File: src/swcg_pkg.sv
package swcg_pkg;

   // configuration register indexes
   typedef enum logic [2:0] {
      REG_WINDOW_KIND   = 3'd0,
      REG_PERIODIC_FORM = 3'd1,
      REG_WINDOW_LENGTH = 3'd2,
      REG_ALPHA_COEF    = 3'd3,
      REG_BETA_COEF     = 3'd4
   } csr_reg_type;

   // window kinds; codes two and three decode as Bartlett
   localparam logic [1:0] KIND_RAISED   = 2'd0;
   localparam logic [1:0] KIND_BLACKMAN = 2'd1;

   localparam int PHASE_BITS = 32;   // phase of a full turn, Q32
   localparam int DIV_STAGES = PHASE_BITS;
   localparam int COS_STAGES = 7;

   // quarter-cosine polynomial, Q30
   localparam logic [31:0] QK1 = 32'd1324675879;
   localparam logic [31:0] QK2 = 32'd272375560;
   localparam logic [31:0] QK3 = 32'd22401992;
   localparam logic [31:0] QK4 = 32'd987048;
   localparam logic [31:0] QK5 = 32'd27060;
   localparam logic [31:0] Q30_ONE = 32'h4000_0000;

   // Blackman weights: 0.42 and 0.08 in Q30
   localparam logic signed [63:0] BK_042 = 64'sd450971566;
   localparam logic signed [31:0] BK_008 = 32'sd85899346;

   typedef struct packed {
      logic       invalid;
      logic       one;
      logic [1:0] kind;
   } meta_type;

endpackage

File: src/swcg_div.sv
// Restoring divider, one quotient bit per stage: quo = floor((x*2^32 + low) / den), x < den.
module swcg_div #(
   parameter int LENGTH_BITS = 16
) (
   input  logic                   clock,
   input  logic                   en,
   input  logic [LENGTH_BITS-1:0] den,
   input  logic [LENGTH_BITS-1:0] x_in,
   input  logic [31:0]            low_in,
   output logic [31:0]            quo
);
   localparam int N = swcg_pkg::DIV_STAGES;

   logic [LENGTH_BITS-1:0] rem_ff [N];
   logic [31:0]            low_ff [N];
   logic [31:0]            quo_ff [N];

   for (genvar s = 0; s < N; s++) begin : g_stage
      logic [LENGTH_BITS-1:0] rem_src;
      logic [31:0]            low_src;
      logic [31:0]            quo_src;
      logic [LENGTH_BITS:0]   shifted;
      logic [LENGTH_BITS:0]   diff;
      logic                   ge;
      logic [LENGTH_BITS-1:0] rem_in;
      logic [31:0]            low_in_s;
      logic [31:0]            quo_in;

      if (s == 0) begin : g_first
         assign rem_src = x_in;
         assign low_src = low_in;
         assign quo_src = '0;
      end else begin : g_next
         assign rem_src = rem_ff[s-1];
         assign low_src = low_ff[s-1];
         assign quo_src = quo_ff[s-1];
      end

      always_comb begin
         shifted  = {rem_src, low_src[31]};
         diff     = shifted - {1'b0, den};
         ge       = shifted >= {1'b0, den};
         rem_in   = ge ? diff[LENGTH_BITS-1:0] : shifted[LENGTH_BITS-1:0];
         low_in_s = {low_src[30:0], 1'b0};
         quo_in   = {quo_src[30:0], ge};
      end

      always_ff @(posedge clock) begin
         if (en) begin
            rem_ff[s] <= rem_in;
            low_ff[s] <= low_in_s;
            quo_ff[s] <= quo_in;
         end
      end
   end

   assign quo = quo_ff[N-1];
endmodule

File: config.mk
export PLATFORM = sky130hd
export DESIGN_NAME = swcg_div
export DESIGN_NICKNAME = d
export VERILOG_FILES = /design/src/swcg_pkg.sv /design/src/swcg_div.sv
export SDC_FILE = /design/constraint.sdc
export NUM_CORES = 2
export LEC_CHECK = 0
export BUFFER_PORTS_ARGS = -buffer_cell sky130_fd_sc_hd__buf_2
export CAP_MARGIN = 20
export CORE_MARGIN = 3
export CORE_UTILIZATION = 44
export DETAILED_ROUTE_END_ITERATION = 8
export SYNTH_ARGS = -nofsm -noshare
export SYNTH_HDL_FRONTEND = slang
export SYNTH_SLANG_ARGS = --single-unit
File: constraint.sdc
create_clock -name clock -period 4.9 [get_ports clock]
set_input_delay 0.49 -clock clock [delete_from_list [all_inputs] [get_ports clock]]
set_output_delay 0.49 -clock clock [all_outputs]
set_load 0.05 [all_outputs]
==> run metrics <==
worst path buffer plus inverter count=4; critical path fanouts, max=15; clock tree buffer depth=3; vias=approximately 42000; Cell Chain, Critical Path=buf_2, clkinv_1, buf_4, ha_1, a21o_1, a21o_1, a21oi_1, or3b_1, o21ai_1, o21ai_1, o21a_1, nor3_4, buf_4, mux2_2; WHS Endpoint=rem_ff[0][1]$_DFFE_PP_; data arrival time of the worst path=between 4 and 5 ns; routed wire length=about 150 mm; Register Area=45600 um^2; worst-margin pin slew=roughly 0.95 ns; Top delay family on crit path=compound AO/OA/AOI/OAI gates; RSZ-0062 raised after global routing=false; Synth Flop Type=edfxtp_1; drt via density=5.34; drt pass-1 iters=5; Slowest cell on crit path=ha_1; Final Skew=~0.023 ns; PD cells=653 nW/um^2; Syn-to-layout area delta=14.4%; count of different cell masters after synthesis=80; post-layout min period=around 3.6 ns; initial DRC count=2820; TritonCTS Buffers=roughly 170; Post-CTS Resized=0; Ys Warns=0; CTS tree=done; row count=~150; number of synthesized flops with an enable pin=1520; min-delay src=x_in[0]; Synth async-reset ratio=0%; max-cap check violation count=0; # nets final=6175; CP startpoint kind=input pin; final antenna-violating net count=0; slew margin rel.=a little over a third; CTS Hold Bufs=46; r2r setup slk=1.33 ns; antenna violations before repair=1; Die Height=414 um; Synth Instances=approximately 5200; worst reg2reg startpoint=low_ff[26][30]$_DFFE_PP_; Leakage=approximately 0.032 uW; Util after Layout=between 50% and 60%; Seq/Total Area, Yosys=a little over 60%; Reg-to-Reg End=rem_ff[27][11]$_DFFE_PP_; RePlAce Congestion=just under 0.9; Clock H-tree levels=4; Initial Utilization=around 44%; vias in the first global route=41700; DRC violations left=0; Power, Total=~55000 uW; crit-path max cell delay=0.41 ns; Die ar.=around 170000 um^2; status=complete, no violations; final setup TNS=0 ns; Root Buffer Master=clkbuf_16; clk_lat worst skew=just over 0.8 ns; WHS Path Cells=3; largest net degree at the start of global routing=127; Fin Hold WS=around 0.10 ns; Avg WL per Cell=18.8 um; Hold Path Class=in -> reg; critical path type=in -> reg; Setup Viol. Count Final=0; IO Pins=98; fill count=about 14000; R2R depth=11; GRT Util Overall=about 17%; Setup Fix Bufs, Post-CTS=0; worst vdd ir=approximately 0.4 mV; DP HPWL=around 100 mm; max-slew violations=0; Critical Path End Type=register; fmax=~280 MHz; ANT cells=0; TritonCTS Sinks=~1500; die width=between 400 and 500 um; global route total overflow=0; Post-Syn Area per Cell=14.1 um^2; period utilization=between 70% and 80%; first-pass GRT wire length=between 200 and 250 mm; Fin. Hold Viols=0; Synth Net Count=between 5000 and 6000; CTS clock-pin slew for the worst setup and hold paths=roughly 0.060 ns; area of the multi-input gates=roughly 27000 um^2; Req. time, crit path=between 5 and 6 ns; mapped cell area=~73000 um^2; area of the core=about 170000 um^2; PortBufs=97; synthesized flop and latch total=1520; share of layout cells above drive strength 1=roughly 15%
==> power breakdown <==
group / total [uW] / switching, uW / internal (uW)
clock: 13000 / 5170 / 7870
combinational: 21300 / 11000 / 10300
sequential: 20300 / 1600 / 18700
total: 54700 / 17800 / 36900
==> stage by stage <==
stage / worst slack, ns / std cells / instance area (um^2)
2_1_floorplan: 0.936 / 5187 / 73200
3_3_place_gp: 0.542 / 7542 / 77500
3_5_place_dp: 0.498 / 7542 / 77500
4_1_cts: 1.29 / 7898 / 83700
5_1_grt: 1.07 / 7898 / 83700
6_report: 1.31 / 7898 / 83700
==> Yosys cell counts (7+ instances only) <==
master,count,share of area [%]
nor2b_1,88,0.75
nor4_1,19,0.16
o41a_1,7,0.11
fa_1,31,0.85
nor3_1,89,0.61
mux2_2,328,5.0
a31oi_1,43,0.37
or2_2,22,0.19
and2_1,18,0.15
o21ai_0,261,1.8
o2111ai_1,9,0.11
buf_2,17,0.12
nand3b_1,8,0.082
o21ai_1,11,0.075
o41ai_1,20,0.24
o211ai_1,23,0.24
nor2_1,339,1.7
or3_1,27,0.23
edfxtp_1,1520,62
a211o_1,11,0.13
clkbuf_1,30,0.15
nand2_1,213,1.1
a21o_1,141,1.4
nand4_1,61,0.52
o31a_1,14,0.17
and4_1,11,0.13
xnor2_1,239,2.9
o31ai_1,21,0.22
o21bai_1,18,0.18
a2111oi_0,9,0.11
xor2_1,131,1.6
nand2b_1,54,0.46
a21boi_0,44,0.45
a211oi_1,28,0.29
ha_1,512,8.7
and3_1,24,0.21
nand3_1,61,0.42
o21a_1,68,0.70
a31o_2,10,0.12
mux2i_1,55,0.75
inv_1,180,0.92
a21oi_1,278,1.9
==> routing by layer <==
| layer | routed length (um) | vias to the layer above | GRT usage [%] |
|---|---|---|---|
| li1 | - | 20800 | - |
| met1 | 69100 | 20400 | 23.9 |
| met2 | 69400 | 750 | 28.0 |
| met3 | 5650 | 245 | 2.64 |
| met4 | 4180 | 0 | 5.80 |
| met5 | 0 | - | 0 |
==> sequential cells by signal, indices dropped and copies added, names as in the netlist <==
signal  count
low_ff    496
quo_ff    528
rem_ff    496
==> cells in the final DEF (no fill, tap or decap), types with 141 or more instances in the layout <==
master,count
a21o_1,141
ha_1,512
edfxtp_1,1520
clkbuf_16,168
mux2_2,328
a21oi_1,278
xnor2_1,239
nand2_1,213
o21ai_0,260
nor2_1,339
inv_1,170
==> layout make-up <==
cell class | count | area share, %
flip-flops and latches | 1520 | 54.5
multi-input cells | 3433 | 31.9
clock buffers | 195 | 5.14
well taps | 2189 | 3.27
repair buffers | 266 | 2.67
clock inverters | 115 | 1.74
inverters | 180 | 0.807
==> logic make-up (layout without fill, tap and decap cells) <==
logic type | count (synthesis) | after routing | share of synthesized area [%]
adders and majority gates | 543 | 543 | 9.60
and+or+nand+nor | 1057 | 1057 | 7.04
muxes | 389 | 389 | 5.91
DFF | 1520 | 1520 | 62.3
buffers and inverters | 234 | 756 | 1.28
AOI/OAI and AO/OA | 1074 | 1074 | 9.40
xor gates and xnor gates | 370 | 370 | 4.43
==> tightest hold or removal path: stages <==
cell	delay, ns
buf_2	0.11
inv_1	0.07
mux2i_1	0.13
==> worst max-delay path by stage <==
| stage | start | end | cells past startpoint |
|---|---|---|---|
| after floorplan | den[1] | rem_ff[27][11]$_DFFE_PP_ | 13 |
| after global placement | den[10] | rem_ff[29][10]$_DFFE_PP_ | 14 |
| after detailed placement | den[9] | rem_ff[11][5]$_DFFE_PP_ | 15 |
| after CTS | low_ff[26][30]$_DFFE_PP_ | rem_ff[27][8]$_DFFE_PP_ | 11 |
| after global routing | den[2] | rem_ff[14][14]$_DFFE_PP_ | 12 |
| final | den[10] | rem_ff[29][2]$_DFFE_PP_ | 14 |
Power figures use the tool's default switching activity.
